File: config.mk
export PLATFORM = sky130hd
export DESIGN_NAME = multi_stream_lcg_range_generator_top_flat
export DESIGN_NICKNAME = d
export VERILOG_FILES = /design/src/sv/mslrg_pkg.sv /design/src/sv/mslrg_req_if.sv /design/src/sv/mslrg_rsp_if.sv /design/src/sv/multi_stream_lcg_range_generator_top.sv /design/src/flat_wrapper.sv
export VERILOG_INCLUDE_DIRS = /design/src /design/src/sv
export SDC_FILE = /design/constraint.sdc
export NUM_CORES = 2
export LEC_CHECK = 0
export BUFFER_PORTS_ARGS = -buffer_cell sky130_fd_sc_hd__buf_2
export CORE_MARGIN = 2
export CORE_UTILIZATION = 35
export CTS_CLUSTER_SIZE = 12
export DETAILED_ROUTE_END_ITERATION = 16
export PLACE_DENSITY_LB_ADDON = 0.12
export SLEW_MARGIN = 0
export SYNTH_ARGS = -nofsm -noshare
export SYNTH_HDL_FRONTEND = slang
export SYNTH_SLANG_ARGS = --single-unit
File: constraint.sdc
create_clock -name i_clk -period 15.5 [get_ports i_clk]
set_input_delay 3.1 -clock i_clk [delete_from_list [all_inputs] [get_ports i_clk]]
set_output_delay 3.1 -clock i_clk [all_outputs]
set_load 0.01 [all_outputs]
File: src/sv/multi_stream_lcg_range_generator_top_defines.svh
// Assertion macros for the multi-stream LCG range generator.
// Included by the top level, which supplies clock, reset and expressions.
`ifndef MULTI_STREAM_LCG_RANGE_GENERATOR_TOP_DEFINES_SVH
`define MULTI_STREAM_LCG_RANGE_GENERATOR_TOP_DEFINES_SVH

// Same-cycle implication, disabled while reset is asserted.
`define MSLRG_ASSERT_IMP(label, clk, rst_n, ante, cons) \
    label: assert property (@(posedge clk) disable iff (!(rst_n)) (ante) |-> (cons)) \
        else $error("mslrg: same-cycle check failed");

// Next-cycle implication, disabled while reset is asserted.
`define MSLRG_ASSERT_NEXT(label, clk, rst_n, ante, cons) \
    label: assert property (@(posedge clk) disable iff (!(rst_n)) (ante) |=> (cons)) \
        else $error("mslrg: next-cycle check failed");

`endif

File: src/sv/mslrg_pkg.sv
// Shared widths and constants of the multi-stream LCG range generator.
// No dependencies; used by the channel interfaces and the top level.
package mslrg_pkg;

    localparam int THREADS_DEFAULT = 16;

    localparam int SEED_W   = 32;
    localparam int STREAM_W = 5;
    localparam int IMAX_W   = 31;
    localparam int VALUE_W  = 31;

    // Integer scale: imax with ten fractional bits of 0.999 (1023/1024).
    localparam int FRAC_BITS = 10;
    localparam int SCALE_W   = IMAX_W + FRAC_BITS;
    localparam int LO_W      = 20;
    localparam int HI_W      = SCALE_W - LO_W;
    localparam int PROD_W    = VALUE_W + HI_W;

    localparam logic [SEED_W-1:0]    LCG_MUL   = 32'd1103515245;
    localparam logic [SEED_W-1:0]    LCG_ADD   = 32'd12345;
    localparam logic [FRAC_BITS-1:0] FRAC_ONES = 10'h3FF;

    typedef enum logic {
        REQ_INTEGER  = 1'b0,
        REQ_FRACTION = 1'b1
    } t_req_type;

endpackage

File: src/sv/mslrg_req_if.sv
// Request channel of the generator: valid/ready plus mode, stream and bound.
// Depends on mslrg_pkg for the field widths.
interface mslrg_req_if
    import mslrg_pkg::*;
();
    logic                valid;
    logic                ready;
    logic                req_type;
    logic [STREAM_W-1:0] stream;
    logic [IMAX_W-1:0]   imax;

    modport source (output valid, output req_type, output stream, output imax, input ready);
    modport sink   (input valid, input req_type, input stream, input imax, output ready);
endinterface

File: src/sv/mslrg_rsp_if.sv
// Result channel of the generator: valid/ready plus the 31-bit value.
// Depends on mslrg_pkg for the field width.
interface mslrg_rsp_if
    import mslrg_pkg::*;
();
    logic               valid;
    logic               ready;
    logic [VALUE_W-1:0] value;

    modport source (output valid, output value, input ready);
    modport sink   (input valid, input value, output ready);
endinterface

File: src/sv/multi_stream_lcg_range_generator_top.sv
// Each request passes the slot memory read, the LCG multiply and write-back, and the
// two-step integer scaling; no new request is taken until the last has reached the
// output register, and ST_SUM waits while that register is full and not being read.
// A finished result waits in the output register while the next request is taken.
// Reset (synchronous, active low) clears the seed and the slot valid bits, so every
// slot reads as the seed; no clearing pass runs.
module multi_stream_lcg_range_generator_top
    import mslrg_pkg::*;
#(
    parameter int THREADS = THREADS_DEFAULT
) (
    input  logic              i_clk,
    input  logic              i_rst_n,
    input  logic              i_cfg_we,
    input  logic [SEED_W-1:0] i_cfg_wdata,
    mslrg_req_if.sink         i_req,
    mslrg_rsp_if.source       o_rsp
);

`include "multi_stream_lcg_range_generator_top_defines.svh"

    localparam int SLOTS  = THREADS + 1;
    localparam int SLOT_W = (SLOTS > 1) ? $clog2(SLOTS) : 1;

    typedef enum logic [1:0] {
        ST_IDLE,
        ST_READ,
        ST_MUL,
        ST_SUM
    } t_state;

    t_state r_state;

    logic [SEED_W-1:0]  r_seed;
    logic [SLOTS-1:0]   r_slot_valid;
    logic [SEED_W-1:0]  r_slot_mem [SLOTS];

    logic               r_type;
    logic [SLOT_W-1:0]  r_slot;
    logic [IMAX_W-1:0]  r_imax;
    logic [SEED_W-1:0]  r_rd_data;
    logic               r_rd_valid;
    logic [VALUE_W-1:0] r_ival;
    logic [PROD_W-1:0]  r_prod_hi;
    logic [PROD_W-1:0]  r_prod_lo;
    logic               r_out_valid;
    logic [VALUE_W-1:0] r_out_value;

    logic               req_fire;
    logic               out_load;
    logic [SLOT_W-1:0]  req_slot;
    logic [SEED_W-1:0]  cur_state;
    logic [SEED_W-1:0]  n_next;
    logic [SCALE_W-1:0] scale;
    logic [HI_W-1:0]    scale_hi;
    logic [LO_W-1:0]    scale_lo;
    logic [PROD_W-1:0]  n_prod_hi;
    logic [PROD_W-1:0]  n_prod_lo;
    logic [PROD_W:0]    prod_sum;
    logic [VALUE_W-1:0] int_value;

    assign i_req.ready = (r_state == ST_IDLE);
    assign req_fire    = i_req.valid && i_req.ready;
    assign out_load    = (r_state == ST_SUM) && (!r_out_valid || o_rsp.ready);

    // Streams above the shared slot fold onto it.
    always_comb begin
        if (32'(i_req.stream) > 32'(THREADS)) begin
            req_slot = SLOT_W'(THREADS);
        end else begin
            req_slot = SLOT_W'(i_req.stream);
        end
    end

    // A slot not written since the last seed load still holds the seed.
    assign cur_state = r_rd_valid ? r_rd_data : r_seed;
    assign n_next    = cur_state * LCG_MUL + LCG_ADD;

    assign scale     = {r_imax, FRAC_ONES};
    assign scale_hi  = scale[SCALE_W-1:LO_W];
    assign scale_lo  = scale[LO_W-1:0];
    assign n_prod_hi = PROD_W'(r_ival) * PROD_W'(scale_hi);
    assign n_prod_lo = PROD_W'(r_ival) * PROD_W'(scale_lo);
    assign prod_sum  = (PROD_W+1)'(r_prod_hi) + (PROD_W+1)'(r_prod_lo >> LO_W);
    assign int_value = prod_sum[HI_W+VALUE_W-1:HI_W];

    // Slot memory: read on the request transaction, written back in the following cycle (ST_READ).
    always_ff @(posedge i_clk) begin
        if (req_fire) begin
            r_rd_data <= r_slot_mem[req_slot];
        end
        if (r_state == ST_READ) begin
            r_slot_mem[r_slot] <= n_next;
        end
    end

    always_ff @(posedge i_clk) begin
        if (!i_rst_n) begin
            r_seed       <= '0;
            r_slot_valid <= '0;
        end else if (i_cfg_we) begin
            r_seed       <= i_cfg_wdata;
            r_slot_valid <= '0;
        end else if (r_state == ST_READ) begin
            r_slot_valid[r_slot] <= 1'b1;
        end
    end

    always_ff @(posedge i_clk) begin
        if (req_fire) begin
            r_type     <= i_req.req_type;
            r_slot     <= req_slot;
            r_imax     <= i_req.imax;
            r_rd_valid <= r_slot_valid[req_slot];
        end
        if (r_state == ST_READ) begin
            r_ival <= n_next[VALUE_W-1:0];
        end
        if (r_state == ST_MUL) begin
            r_prod_hi <= n_prod_hi;
            r_prod_lo <= n_prod_lo;
        end
    end

    always_ff @(posedge i_clk) begin
        if (!i_rst_n) begin
            r_state     <= ST_IDLE;
            r_out_valid <= 1'b0;
        end else begin
            if (out_load) begin
                r_out_valid <= 1'b1;
                r_out_value <= (r_type == REQ_FRACTION) ? r_ival : int_value;
            end else if (o_rsp.ready) begin
                r_out_valid <= 1'b0;
            end
            unique case (r_state)
                ST_IDLE: begin
                    if (req_fire) begin
                        r_state <= ST_READ;
                    end
                end
                ST_READ: begin
                    r_state <= ST_MUL;
                end
                ST_MUL: begin
                    r_state <= ST_SUM;
                end
                ST_SUM: begin
                    if (out_load) begin
                        r_state <= ST_IDLE;
                    end
                end
                default: begin
                    r_state <= ST_IDLE;
                end
            endcase
        end
    end

    assign o_rsp.valid = r_out_valid;
    assign o_rsp.value = r_out_value;

    `MSLRG_ASSERT_IMP(a_int_in_range, i_clk, i_rst_n, (r_state == ST_SUM) && (r_type == REQ_INTEGER), int_value <= r_imax)
    `MSLRG_ASSERT_NEXT(a_slot_marked, i_clk, i_rst_n, (r_state == ST_READ) && !i_cfg_we, r_slot_valid[$past(r_slot)])
    `MSLRG_ASSERT_NEXT(a_result_loaded, i_clk, i_rst_n, out_load, r_out_valid && (r_state == ST_IDLE))

endmodule
File: src/flat_wrapper.sv
// flat-port wrapper written by rule: the top's interface ports become plain ports
module multi_stream_lcg_range_generator_top_flat import mslrg_pkg::*;
#(
    parameter int THREADS = THREADS_DEFAULT
)
  (i_clk, i_rst_n, i_cfg_we, i_cfg_wdata, i_req_valid, i_req_req_type, i_req_stream, i_req_imax, i_req_ready, o_rsp_valid, o_rsp_value, o_rsp_ready);
  mslrg_req_if i_req_i ();
  mslrg_rsp_if o_rsp_i ();
  input  logic i_clk;
  input  logic i_rst_n;
  input  logic i_cfg_we;
  input  logic [SEED_W-1:0] i_cfg_wdata;
  input wire logic [$bits(i_req_i.valid)-1:0] i_req_valid;
  input wire logic [$bits(i_req_i.req_type)-1:0] i_req_req_type;
  input wire logic [$bits(i_req_i.stream)-1:0] i_req_stream;
  input wire logic [$bits(i_req_i.imax)-1:0] i_req_imax;
  output wire logic [$bits(i_req_i.ready)-1:0] i_req_ready;
  output wire logic [$bits(o_rsp_i.valid)-1:0] o_rsp_valid;
  output wire logic [$bits(o_rsp_i.value)-1:0] o_rsp_value;
  input wire logic [$bits(o_rsp_i.ready)-1:0] o_rsp_ready;
  assign i_req_i.valid = i_req_valid;
  assign i_req_i.req_type = i_req_req_type;
  assign i_req_i.stream = i_req_stream;
  assign i_req_i.imax = i_req_imax;
  assign i_req_ready = i_req_i.ready;
  assign o_rsp_valid = o_rsp_i.valid;
  assign o_rsp_value = o_rsp_i.value;
  assign o_rsp_i.ready = o_rsp_ready;
  multi_stream_lcg_range_generator_top #(.THREADS(THREADS)) u_core (.i_clk(i_clk), .i_rst_n(i_rst_n), .i_cfg_we(i_cfg_we), .i_cfg_wdata(i_cfg_wdata), .i_req(i_req_i), .o_rsp(o_rsp_i));
endmodule
* Word-level counts from Yosys, hierarchy flattened
Memory sizes are Yosys's and may differ from the RTL's. A register that Yosys moved wholly into a read port is not among the register bits.
Index checks and enable logic that the tools add are counted.
** Storage, ports and cells
- Register bits :: 255
- Bits in writable memories :: 544
- Input bits :: 74
- Output and inout port bits :: 33
- Logic and storage cells :: 53
- Memories kept :: 1
** Memories
- u_core.r_slot_mem :: depth 17, bits a word 32, rd ports 1, clocked after memory_dff 1, write ports 1, RTL line multi_stream_lcg_range_generator_top.sv:36 : logic [SEED_W-1:0] r_slot_mem [SLOTS];
** Cells by class
- Add/sub/neg operators :: 2
- $mul :: 3
- Order comparisons :: 4
- Equal/unequal tests :: 5
- Mux-type cells :: 14
- Bitwise operators :: 2
- Reduce and logical (&&, ||, !) cells :: 10
** Operator list (count)
- adder 52 x 31 -> 52 bit :: 1
- multiplier 31 x 21 -> 52 bit :: 1
- multiplier 31 x 20 -> 51 bit :: 1
- adder 32 x 14 -> 32 bit (second input constant) :: 1
- multiplier 32 x 31 -> 32 bit (second input constant) :: 1
- 2-to-1 mux 32 bit :: 1
- 2-to-1 mux 31 bit :: 1
- bitwise OR 17 bit :: 1
- < comparator 5 x 6 -> 1 bit (second input constant) :: 2
- case mux 2 bit (4 select lines) :: 1
- 2-to-1 mux 1 bit :: 6
- binary-select mux 1 bit (select 5 bit) :: 1
- demux 1 bit (select 5 bit) :: 1
- >= comparator 5 x 1 -> 1 bit (second input constant) :: 1
- greater-than comparator 5 bit (second input constant) :: 1
- 2-to-1 mux 5 bit :: 1
- == test 2 bit (second input constant) :: 2
- 2-to-1 mux 2 bit :: 2
- AND reduction 2 bit :: 2
- logical AND 1 bit :: 3
- == test 2 x 1 -> 1 bit (second input constant) :: 1
- logical NOT 2 bit :: 1
- != test 2 x 1 -> 1 bit (second input constant) :: 1
- != test 2 bit (second input constant) :: 1
- other kinds (5) :: 5

* Longest topological paths before layout
- Depth after elaboration :: 5
- Depth in mapped cells :: 31

* Worst setup path before layout
Ideal clock, no wire load.
- Kind :: register to register
- Start :: register u_core.r_rd_valid
- End :: register u_core.r_ival[30], data pin
- Arrival :: 8.027 ns
- Required time :: 15.192 ns
- Slack :: 7.165 ns
- Stages on the path, launching flop included :: 29
- Buffers on the path :: 3
- Clock period less this slack :: 8.335 ns
- Path through :: edfxtp_1 > clkbuf_1 > buf_2 > buf_1 > mux2i_1 > inv_1 > ha_1 > inv_1 > fa_1 > inv_1 > fa_1 > fa_1 > fa_1 > inv_1 > fa_1 > inv_1 > fa_1 > fa_1 > ha_1 > a21o_1 > a21oi_1 > nand2_1 > nor3_1 > a211o_1 > a21oi_1 > or4b_1 > a31o_1 > a21oi_2 > xnor2_1
** On the way
- Cells in the longest elaborated chain, start to end :: 3
** RTL lines
- start, declared :: RTL line multi_stream_lcg_range_generator_top.sv:42 : logic r_rd_valid;
- start signal, assigned :: RTL line multi_stream_lcg_range_generator_top.sv:114 : r_rd_valid <= r_slot_valid[req_slot];
- 2-to-1 mux 32 bit :: RTL line multi_stream_lcg_range_generator_top.sv:76 : assign cur_state = r_rd_valid ? r_rd_data : r_seed;
- multiplier 32 x 31 -> 32 bit :: RTL line multi_stream_lcg_range_generator_top.sv:77 : assign n_next = cur_state * LCG_MUL + LCG_ADD;
- adder 32 x 14 -> 32 bit :: RTL line multi_stream_lcg_range_generator_top.sv:77
- via u_core.n_next[30] :: RTL line multi_stream_lcg_range_generator_top.sv:53 : logic [SEED_W-1:0] n_next;
- end signal, assigned :: RTL line multi_stream_lcg_range_generator_top.sv:117 : r_ival <= n_next[VALUE_W-1:0];
- end, declared :: RTL line multi_stream_lcg_range_generator_top.sv:43 : logic [VALUE_W-1:0] r_ival;
The timed path passes the listed nets, and every way through them passes these cells.
A chain may end at the register's enable or synchronous reset.

* Worst setup path in the final report
Same ends and word-level chain as after synthesis.

==> impl_results.md <==
- DRC Markers: 0
- Postcts setup bufs: 0
- Synth top area cells: fa_1 (32%), edfxtp_1 (29%), ha_1 (8.8%)
- Reg clk slew, reported paths: roughly 0.060 ns
- # rows: between 150 and 200
- Critical Path AT: roughly 9.6 ns
- Final ANT Viol Nets: 0
- Max cap viols: 0
- DRT iter0 DRCs: ~2,800
- Routed WL: around 220,000 um
- Synth Warn #: 0
- Fin crit share: between 60 and 70%
- EDFF count, synth: roughly 740
- CP Class: flip-flop to flip-flop
- Seq/Total Area, Yosys: a little under a third
- P&R area growth vs syn: 9.35%
- Min Tclk post-route: between 9 and 10 ns
- Root Driver: clkbuf_16
- Crit. path cell count: 26
- Nets: between 8,000 and 9,000
- Post-layout util: 38.6%
- Worst Tran Pin Value: approximately 1.3 ns
- Crit path capture: u_core.r_ival[30]
- Clock sink total: ~790
- Max FO, Critical Path: 31
- Hold Crit Class: flip-flop to flip-flop
- Setup crit start: u_core.r_rd_valid
- Mean Syn Cell Area: 11.4 um^2
- Critical path's largest stage delay: ~0.74 ns
- GR Util All Layers: 19.8%
- Area of the multi-input gates: 47,100 um^2
- Count of state elements after synthesis: around 800
- WL/cell: around 22 um
- Endpoints failing hold: 0
- Core Box Area: 218,000 um^2
- DR vias: about 47,000
- Crit end category: flip-flop
- RSZ-0062 raised after global routing: false
- Num CTS Buffers: 91
- Vias in the first global route: 52,300
- Fraction of layout cells with a size suffix above 1: roughly 7.8%
- H-tree depth reported by CTS: 3
- Net Count, Synth: around 8,600
- Worst Path Buf+Inv: 6
- Clock skew: 0.108 ns
- Setup violators final: 0
- First-pass GRT wire length: 332,000 um
- FMAX: 0.107 GHz
- Slowest CP cell: mux2i_1
- Fill count: approximately 21,000
- PostCTS Resize Cnt: 0
- Outcome: complete, no violations
- Port Buffers: ~110
- Clk_lat worst skew: between 0.7 and 0.8 ns
- Relative slew slack: 12.2%
- Post-synth top area share: between 30% and 40%
- R2R depth: 26
- Initial Utilization: a little over a third
- Reg2reg setup slack: a little over 6 ns
- CTS tree: done
- Top Family by Delay on Critical Path: adder cells
- Largest net degree at the start of global routing: about 120
- Critical R2R Capture: u_core.r_ival[30]
- Gpl congestion: about 0.84
- Initial antenna violation count: 19
- CTS Hold Bufs: 0
- Primary FF master, synth: edfxtp_1
- CTS Buffer Depth: 3
- Most frequent cell after synthesis: inv_1
- Post-synth top cells: inv_1 (1,453), fa_1 (1,220), edfxtp_1 (741)
- Ports: approximately 110
- Die area: 223,000 um^2
- Die Wd: 472 um
- Pins Over Slew Limit: 0
- Final setup TNS: 0 ns
- Synth area leader: fa_1
- Crit path top cell by count: fa_1
- Critical path required time: approximately 16 ns
- Unique masters post-synth: 87
- FF+latch area: ~23,000 um^2
- Via/cell ratio: slightly below 5
- Die H: around 470 um
- Detailed Place HPWL: between 150,000 and 200,000 um
- Ys async rst share: 0%
- Worst flop-to-flop path startpoint: u_core.r_rd_valid
- Grt total ovfl: 0
- CP Launch Type: flip-flop
- Post-synth design cell area: around 77,000 um^2
- TritonRoute pass-1 iters: 8
- Cells after Synth: between 6,000 and 7,000
-- final cells by class --
type	count	share of cell area (%)
multi-input cells	4204	56.2
flip-flops and latches	792	27.7
inverters	1454	6.51
well taps	2854	4.25
clock buffers	116	2.82
repair buffers	242	1.87
clock inverters	48	0.637
diodes	6	0.0179
-- flip-flops by register name, summed over array words and instances (netlist names) --
register / count
u_core.r_imax: 31
u_core.r_rd_valid: 1
u_core.r_ival: 31
u_core.r_type: 1
u_core.r_prod_lo: 31
u_core.o_rsp.value: 31
u_core.r_rd_data: 31
u_core.r_seed: 31
u_core.r_state: 2
u_core.r_prod_hi: 52
u_core.r_slot_valid: 17
u_core.r_slot_mem: 527
u_core.o_rsp.valid: 1
u_core.r_slot: 5
-- layout by cell type, fill, tap and decap left out, types with 42 or more instances in the layout --
cell type,n
inv_1,1453
fa_1,1220
edfxtp_1,741
nand2_1,643
ha_1,535
and2_1,462
mux2i_1,144
o21ai_0,141
buf_4,136
a21oi_1,130
xnor2_1,108
buf_2,105
nor2_1,95
clkbuf_16,91
o22ai_1,73
a21o_1,62
mux4_2,62
nor2b_1,54
dfxtp_1,51
o21a_1,42
-- kinds of logic after synthesis --
family	share of synthesized area, %
fa+ha+maj	40.6
mux	4.28
buf+inv	8.60
xor+xnor	1.73
simple gates	9.16
compound gates	5.33
flops	30.3
-- per-stage QoR --
step	area, um^2	setup slack [ns]	instances	hold slack [ns]
after detailed placement	81000	6.24	9546	0.449
after floorplan	76800	7.17	6744	0.434
after global placement	81000	6.32	9546	0.440
final	83900	6.15	9716	0.460
after global routing	83900	5.72	9711	0.474
after CTS	83900	6.14	9710	0.462
-- worst min path at each step --
stage / from / endpoint / slack (ns) / cells past startpoint
global placement: u_core.r_slot_valid[0] / u_core.r_slot_valid[0] / 0.44 / 1
global route: u_core.r_slot_valid[0] / u_core.r_slot_valid[0] / 0.47 / 1
detailed placement: u_core.r_slot_valid[5] / u_core.r_slot_valid[5] / 0.45 / 1
floorplan: u_core.r_slot_valid[0] / u_core.r_slot_valid[0] / 0.43 / 1
finish: u_core.r_slot_valid[12] / u_core.r_slot_valid[12] / 0.46 / 1
CTS: u_core.r_slot_valid[5] / u_core.r_slot_valid[5] / 0.46 / 1
-- layer usage --
metal,routed length (um),part of all wire (%),GRT usage (%)
met2,104000,48,33.6
met4,4150,1.9,3.96
met5,14,0.0065,0
met1,98600,46,27.5
met3,8330,3.9,2.00
Power is left out: the tool's default activity adds up to more than one toggle a clock period on the data nets, which glitch-free logic cannot reach.
